--- src/design/lsh_pkg.sv ---
package lsh_pkg;

  localparam int unsigned PixW  = 8;
  localparam int unsigned GainW = 16;
  localparam int unsigned LapW  = 11;
  localparam int unsigned ProdW = GainW + LapW;
  localparam int unsigned SumW  = ProdW + 1;
  localparam logic [PixW-1:0] PixMax = 8'd255;

  localparam int unsigned CfgIdxW  = 2;
  localparam int unsigned CfgDataW = 16;
  localparam logic [CfgIdxW-1:0] RegFrameWidth  = 2'd0;
  localparam logic [CfgIdxW-1:0] RegFrameHeight = 2'd1;
  localparam logic [CfgIdxW-1:0] RegSharpenGain = 2'd2;

  localparam int unsigned FrameWidthW  = 11;
  localparam int unsigned FrameHeightW = 13;
  localparam int unsigned ResetWidth   = 640;
  localparam int unsigned ResetHeight  = 480;
  localparam logic signed [GainW-1:0] ResetGain = 16'sd256;

  // Stencil taps around the centre pixel.
  typedef struct packed {
    logic [PixW-1:0] up;
    logic [PixW-1:0] left;
    logic [PixW-1:0] centre;
    logic [PixW-1:0] right;
    logic [PixW-1:0] down;
  } taps_t;

  typedef struct packed {
    logic [PixW-1:0] pixel;
    logic            last;
  } result_t;

  // Last index of a dimension after saturating it to 3..hi.
  function automatic int last_index(int v, int hi);
    if (v < 3) return 2;
    if (v > hi) return hi - 1;
    return v - 1;
  endfunction

endpackage

--- src/design/lsh_kernel.sv ---
module lsh_kernel (
  input  lsh_pkg::taps_t                         taps_i,
  input  logic signed [lsh_pkg::GainW-1:0]       gain_i,
  output logic [lsh_pkg::PixW-1:0]               pixel_o
);

  logic signed [lsh_pkg::LapW-1:0]  lap;
  logic signed [lsh_pkg::ProdW-1:0] prod;
  logic signed [lsh_pkg::SumW-1:0]  total;

  assign lap = $signed(lsh_pkg::LapW'(taps_i.up)) + $signed(lsh_pkg::LapW'(taps_i.down))
             + $signed(lsh_pkg::LapW'(taps_i.left)) + $signed(lsh_pkg::LapW'(taps_i.right))
             - $signed(lsh_pkg::LapW'({taps_i.centre, 2'b00}));

  assign prod  = lsh_pkg::ProdW'(gain_i) * lsh_pkg::ProdW'(lap);
  assign total = lsh_pkg::SumW'(prod)
               + $signed(lsh_pkg::SumW'({taps_i.centre, 8'b0}));

  // Drop the fraction and saturate to the pixel range.
  always_comb begin
    if (total[lsh_pkg::SumW-1] || (total == '0)) begin
      pixel_o = '0;
    end else if (|total[lsh_pkg::SumW-2:16]) begin
      pixel_o = lsh_pkg::PixMax;
    end else begin
      pixel_o = total[15:8];
    end
  end

endmodule

--- config.mk ---
export PLATFORM = sky130hd
export DESIGN_NAME = lsh_kernel
export DESIGN_NICKNAME = d
export VERILOG_FILES = /design/src/design/lsh_pkg.sv /design/src/design/lsh_kernel.sv
export SDC_FILE = /design/constraint.sdc
export NUM_CORES = 1
export LEC_CHECK = 0
export BUFFER_PORTS_ARGS = -buffer_cell sky130_fd_sc_hd__buf_2
export CORE_MARGIN = 4
export CORE_UTILIZATION = 41
export DETAILED_ROUTE_END_ITERATION = 12
export PLACE_DENSITY = 0.67
export RECOVER_POWER = 100
export SLEW_MARGIN = 20
export SYNTH_ARGS = -nofsm -noshare
export SYNTH_HDL_FRONTEND = slang
export SYNTH_SLANG_ARGS = --single-unit
export TNS_END_PERCENT = 10
--- constraint.sdc ---
create_clock -name vclk -period 23.8
set_input_delay 3.57 -clock vclk [all_inputs]
set_output_delay 3.57 -clock vclk [all_outputs]
set_load 0.05 [all_outputs]
==> metrics <==
result of the run completed; port bufs 64; DRC violations left 0; Reg area 0 µm²; count of cells resized by post-cts repair 0; first-pass iteration count of the detailed router 5; Hold Path Cell Cnt 10; # diodes 0; number of nets still failing antenna checks after routing 0; HPWL after DPL 15.5 mm; Setup TNS Final 0 ns; sequential cell area fraction in the yosys report 0%; area of the multi-input gates 0.00719 mm²; hold violation count in the final report 0; overall die area 0.0226 mm²; remaining global-route overflow 0; number of sequential storage elements 0; fin crit period roughly 18 ns; Critical Path RT about 20 ns; post-synthesis instance area between 0.008 and 0.009 mm²; post-route worst hold slack 8.89 ns; top achievable clock speed between 0.05 and 0.06 GHz; antenna violations before repair 0; layout-stage area growth over the synthesis result 6.59%; CP max-delay cell nor4b_1; Critical Path End Type output pin; clkbuf count 0; hold-fix buffer count after cts 0; share of post-route cells with drive strength above 1 between 8 and 9%; warnings from Yosys 0; die height between 150 and 200 µm; critical path class input pin to output pin; Hold Path Origin gain_i[0]; routed vias between 6000 and 7000; I/O pins 64; Distinct cells, synth between 50 and 60; initial cell density of the core ~42%; Rel. slew slack between 10% and 20%; largest fanout on the critical path 16; maximum cell stage delay along the critical path about 1.1 ns; average wire per cell in the routed design roughly 14 µm; most used cell along the critical path fa_1; pin count of the biggest net entering global routing 18; setup repair after global routing missed its margin false; number of buffers added for setup after CTS 0; kind of path behind the tightest hold check input pin to output pin; final wirelength around 18 mm; net count reported at finish ~1300; synthesized instance count a little under 1000; fraction of the cycle the final worst path needs approximately three quarters; placeable core area between 0.015 and 0.02 mm²; startpoint type of the worst setup path input pin; DR vias/cell slightly below 5; die width about 150 µm; max-cap viol count 0; initial drt markers around 220; synthesized area divided by synthesized cell count 8.61 µm²; Max Transition Viols Final 0; most common cell after layout, fill and taps aside inv_1; Final Wtd Congestion ~0.85; most used cells in the layout excluding fill and tap cells inv_1, fa_1, nand2_1, and2_1, ha_1; Filler cells between 1500 and 2000; wire length of the first global-routing pass 31.6 mm; actual slew at the worst max-slew pin roughly 1.3 ns; Overall Global Routing Usage between 10% and 20%; startpoint of the most critical setup path taps_i[16]; floorplan row count between 50 and 60; synthesized net count roughly 1300; vias in the first global route between 6000 and 7000; arrival time reported for the critical path endpoint about 14 ns; total of endpoints with negative setup slack in the final report 0
[synthesized netlist by cell type, types with 2 or more instances]
cell,count,area [µm²]
a211o_1,2,17.5
a211oi_1,3,22.5
a211oi_2,2,25.0
a21o_1,11,82.6
a21oi_1,40,200
a31oi_1,2,12.5
and2_1,81,507
and3_1,3,18.8
buf_2,5,25.0
clkbuf_1,28,105
fa_1,194,3880
ha_1,81,1010
inv_1,267,1000
nand2_1,104,390
nand2b_1,3,18.8
nand3_1,3,15.0
nand4_1,2,12.5
nor2_1,28,105
nor3_1,10,50.1
nor3b_1,2,15.0
o211ai_1,6,45.0
o21a_1,4,30.0
o21ai_0,9,45.0
o21ai_1,4,20.0
o21bai_1,3,22.5
o22ai_1,2,12.5
o31ai_1,2,15.0
or2_2,9,56.3
or4_1,2,15.0
xnor2_1,21,184
xor2_1,6,52.6
[metrics by stage]
stage                     instance area (µm²)  utilization (%)  instances  setup slack [ns]
final                                    8860             44.9       1264              6.22
after global routing                     8860             44.9       1264              5.39
after global placement                   8880             45.1       1264              7.31
after CTS                                8880             45.1       1264              7.17
after floorplan                          8310                -        965              8.26
after detailed placement                 8880             45.1       1264              7.19
[critical path, delay by kind of cell]
family / cells / cell delay, ns
adder cells (fa/ha/maj): 10 / 4.60
buffers and inverters: 8 / 0.81
XOR/XNOR: 1 / 0.93
AO/OA/AOI/OAI: 9 / 1.91
AND/OR/NAND/NOR: 6 / 2.22
[worst paths after layout]
kind / to
worst min-delay path: pixel_o[1]
worst max-delay path: pixel_o[1]
[cells by family after synthesis]
logic type / count (synthesis) / synth area share [%]
buffers and inverters: 300 / 13.6
adder cells (fa/ha/maj): 275 / 58.9
AND/OR/NAND/NOR: 257 / 15.7
AO/OA/AOI/OAI: 104 / 8.64
XOR/XNOR: 27 / 2.85
multiplexers: 2 / 0.256
[cell type report]
class	count	area share [%]
inverter	267	11.3
multi-input combinational	665	81.1
tap	265	3.74
timing repair buffer	67	3.80
[per-layer routing]
layer	part of all wire [%]	track usage (%)	wire, µm
met1	41	21.6	7320
met2	54	33.1	9560
met3	3.7	0.421	660
met4	1.5	2.24	272
met5	0	0	0
Power is left out: the tool's default activity adds up to more than one toggle a clock period on the data nets, which glitch-free logic cannot reach.
