<file path="src/design/lsh_pkg.sv">
package lsh_pkg;

  localparam int unsigned PixW  = 8;
  localparam int unsigned GainW = 16;
  localparam int unsigned LapW  = 11;
  localparam int unsigned ProdW = GainW + LapW;
  localparam int unsigned SumW  = ProdW + 1;
  localparam logic [PixW-1:0] PixMax = 8'd255;

  localparam int unsigned CfgIdxW  = 2;
  localparam int unsigned CfgDataW = 16;
  localparam logic [CfgIdxW-1:0] RegFrameWidth  = 2'd0;
  localparam logic [CfgIdxW-1:0] RegFrameHeight = 2'd1;
  localparam logic [CfgIdxW-1:0] RegSharpenGain = 2'd2;

  localparam int unsigned FrameWidthW  = 11;
  localparam int unsigned FrameHeightW = 13;
  localparam int unsigned ResetWidth   = 640;
  localparam int unsigned ResetHeight  = 480;
  localparam logic signed [GainW-1:0] ResetGain = 16'sd256;

  // Stencil taps around the centre pixel.
  typedef struct packed {
    logic [PixW-1:0] up;
    logic [PixW-1:0] left;
    logic [PixW-1:0] centre;
    logic [PixW-1:0] right;
    logic [PixW-1:0] down;
  } taps_t;

  typedef struct packed {
    logic [PixW-1:0] pixel;
    logic            last;
  } result_t;

  // Last index of a dimension after saturating it to 3..hi.
  function automatic int last_index(int v, int hi);
    if (v < 3) return 2;
    if (v > hi) return hi - 1;
    return v - 1;
  endfunction

endpackage

</file>
<file path="src/design/lsh_out_buf.sv">
module lsh_out_buf (
  input  logic             clk_i,
  input  logic             rst_ni,
  input  logic             push_i,
  input  lsh_pkg::result_t push_data_i,
  input  logic             out_stall_i,
  output logic             out_valid_o,
  output lsh_pkg::result_t out_data_o,
  output logic             full_o
);

  logic             out_valid_q, out_valid_d;
  logic             skid_valid_q, skid_valid_d;
  lsh_pkg::result_t out_data_q, out_data_d;
  lsh_pkg::result_t skid_data_q, skid_data_d;
  logic             fire;

  assign fire = out_valid_q && !out_stall_i;

  always_comb begin
    out_valid_d  = out_valid_q;
    skid_valid_d = skid_valid_q;
    out_data_d   = out_data_q;
    skid_data_d  = skid_data_q;
    if (skid_valid_q) begin
      if (fire) begin
        out_data_d   = skid_data_q;
        skid_valid_d = 1'b0;
      end
    end else if (out_valid_q && !fire) begin
      // Output held: park the new item in the skid stage.
      if (push_i) begin
        skid_data_d  = push_data_i;
        skid_valid_d = 1'b1;
      end
    end else begin
      out_valid_d = push_i;
      if (push_i) begin
        out_data_d = push_data_i;
      end
    end
  end

  always_ff @(posedge clk_i or negedge rst_ni) begin
    if (!rst_ni) begin
      out_valid_q  <= 1'b0;
      skid_valid_q <= 1'b0;
    end else begin
      out_valid_q  <= out_valid_d;
      skid_valid_q <= skid_valid_d;
    end
  end

  always_ff @(posedge clk_i) begin
    out_data_q  <= out_data_d;
    skid_data_q <= skid_data_d;
  end

  assign out_valid_o = out_valid_q;
  assign out_data_o  = out_data_q;
  assign full_o      = skid_valid_q;

  a_skid_needs_out: assert property (@(posedge clk_i) disable iff (!rst_ni)
    skid_valid_q |-> out_valid_q)
    else $error("skid stage holds an item while the output register is empty");

  a_skid_holds: assert property (@(posedge clk_i) disable iff (!rst_ni)
    (skid_valid_q && out_stall_i) |=> skid_valid_q)
    else $error("skid item lost while output stalled");

  a_skid_fill: assert property (@(posedge clk_i) disable iff (!rst_ni)
    $rose(skid_valid_q) |-> $past(out_valid_q && out_stall_i))
    else $error("skid stage filled without a stalled output");

endmodule

</file>
<file path="config.mk">
export PLATFORM = sky130hd
export DESIGN_NAME = lsh_out_buf
export DESIGN_NICKNAME = d
export VERILOG_FILES = /design/src/design/lsh_pkg.sv /design/src/design/lsh_out_buf.sv
export SDC_FILE = /design/constraint.sdc
export NUM_CORES = 1
export LEC_CHECK = 0
export BUFFER_PORTS_ARGS = -buffer_cell sky130_fd_sc_hd__buf_2
export CORE_ASPECT_RATIO = 1.1
export CORE_MARGIN = 4
export CORE_UTILIZATION = 51
export CTS_CLUSTER_SIZE = 14
export DETAILED_ROUTE_END_ITERATION = 8
export GPL_TIMING_DRIVEN = 0
export PLACE_DENSITY = 0.79
export SYNTH_ARGS = -nofsm -noshare
export SYNTH_HDL_FRONTEND = slang
export SYNTH_SLANG_ARGS = --single-unit
</file>
<file path="constraint.sdc">
create_clock -name clk_i -period 3.5 [get_ports clk_i]
set_clock_uncertainty 0.15 [all_clocks]
set_input_delay 1.05 -clock clk_i [delete_from_list [all_inputs] [get_ports clk_i]]
set_output_delay 1.05 -clock clk_i [all_outputs]
set_load 0.1 [all_outputs]
</file>
==> results.tsv <==
metric	value	unit
cts_root_buf	clkbuf_4	
cap_violations	0	
coreArea	0.00140	mm2
worst_ep_arrival_time	1.20	ns
rows	14	
crit_buf_inv	1	
overflow	0	
cts_sinks	20	
synth_top_family_by_area	multiplexers	
synth_fp_nets	53	
cp_cell_sequence	buf_2	
rsz0062_at_grt	false	
reg2reg_slack	1.64	ns
worstSetupEndpoint	out_valid_o	
critPathKind	flop to primary output	
r2r_cells	2	
crit_cells	1	
die_w	45.3	um
hold_path.class	input port to asynchronous set/reset pin	
slowest_delay	0.46	ns
yosys_register_bits	20	
synth_fa_ha_area_share	0	%
drive_above_1_share	56.7	%
io_pins	24	
place.gp.congestion	0.660	
track_usage	11.8	%
ys_types	12	
drv_slew	0	
antennaDiodeCount	0	
grt_max_degree	13	
syn_area	779	um2
synth_compound_area_share	2.89	%
hold_violations	0	
vias	425	
r2r-end	out_data_o[4]	
drt-total-wl	1210	um
cts.clk_slew.worst_paths	0.11	ns
io_buffers	23	
wire_per_inst	14.5	um
worst_pin_slew	0.845	ns
die_h	49.0	um
grt_pass1_wl	1930	um
antenna_found_initial	0	
cts_setup_buffers	0	
drt_first_iter_violations	14	
post_cts_resized	0	
ys_warn_count	0	
cp_top_family	buffers and inverters	
die-area	0.00222	mm2
required	2.30	ns
clock_latency	0.29	ns
drc_errors	0	
r2r_start	full_o	
maxSlewHeadroom	43.6	%
grt_pass1_vias	427	
crit_slowest_cell	buf_2	
clockBufferDepth	2	
synthXorXnorAreaFrac	0	%
startpoint_type	flop	
cp_max_fo	6	
start_util	55.6	%
setup_tns	0	ns
fin_crit_sh	68.5	%
crit_start	out_valid_o	
synth-simple-area-share	3.05	%
fin_nets	81	
cp-end-kind	primary output	
timing.fmax	417	MHz
htree_levels	1	
synth_mux_area_share	16.4	%
postCtsHoldBufs	0	
viasPerCell	5.12	
cts_tree	yes	
synth_seq_area_share	75.8	%
ant_nets	0	
cts_made_buffers	3	
area_delta_synth_final	24.1	%
syn_inst	40	
dp_hpwl	903	um
status	complete, no violations	
min_period	2.40	ns
drtPass1Iterations	6	
setup_viol	0	
avgSynthCellArea	19.5	um2
## metal layers
metal / up-vias / GRT usage [%] / part of all wire, %
li1: 204 / - / -
met1: 205 / 13.9 / 38
met2: 16 / 21.2 / 56
met3: 0 / 2.21 / 6.7
met4: 0 / 2.93 / 0
met5: - / 0 / 0
## registers in the layout (all words and copies together), names as in the netlist
| register | flops |
|---|---|
| full_o | 1 |
| skid_data_q | 9 |
| out_data_o | 9 |
| out_valid_o | 1 |
## Yosys cell counts
master / n / area share, %
nand2_1: 3 / 1.4
nor2_1: 1 / 0.48
a21oi_1: 2 / 1.3
mux2_4: 7 / 13
edfxtp_1: 18 / 69
mux2_2: 2 / 2.9
buf_6: 1 / 1.4
a21boi_1: 1 / 0.96
nand2b_2: 1 / 1.1
dfrtp_1: 2 / 6.4
o21ai_0: 1 / 0.64
inv_1: 1 / 0.48
## area by class of cell
cell class | instances | area (um2)
Sequential cell | 20 | 591
Fill cell | 100 | 434
Multi-Input combinational cell | 18 | 174
Timing Repair Buffer | 23 | 115
Clock inverter | 1 | 30.0
Clock buffer | 3 | 22.5
Tap cell | 16 | 20.0
Buffer | 1 | 11.3
Inverter | 1 | 3.75
## through the flow
step	hold WS (ns)	instance area [um2]	util, %	setup WS, ns	cells
finish	0.366	967	69.0	1.10	83
global route	0.344	967	69.0	1.05	83
CTS	0.357	967	69.0	1.10	83
detailed placement	0.383	915	65.3	1.04	79
global placement	0.355	915	65.3	1.03	79
floorplan	0.373	779	-	1.18	40
## cells in the final DEF, fill, tap and decap left out
cell type   n
o21ai_0     1
mux2_4      7
bufinv_16   1
mux2_2      2
inv_1       1
nor2_1      1
edfxtp_1   18
buf_2      23
clkbuf_4    3
nand2_1     3
dfrtp_1     2
a21oi_1     2
buf_6       1
a21boi_1    1
nand2b_2    1
## cell families after synthesis
logic type | after synthesis
compound gates | 4
buf+inv | 2
flops | 20
mux | 9
simple gates | 5
## worst min path at each step
stage,slack [ns],endpoint,from
detailed placement,0.38,full_o,out_valid_o
CTS,0.36,out_valid_o,rst_ni
floorplan,0.37,out_data_o[1],skid_data_q[1]
global route,0.34,out_valid_o,rst_ni
global placement,0.36,full_o,out_valid_o
finish,0.37,out_valid_o,rst_ni
Power is left out: the tool's default activity adds up to more than one toggle a clock period on the data nets, which glitch-free logic cannot reach.
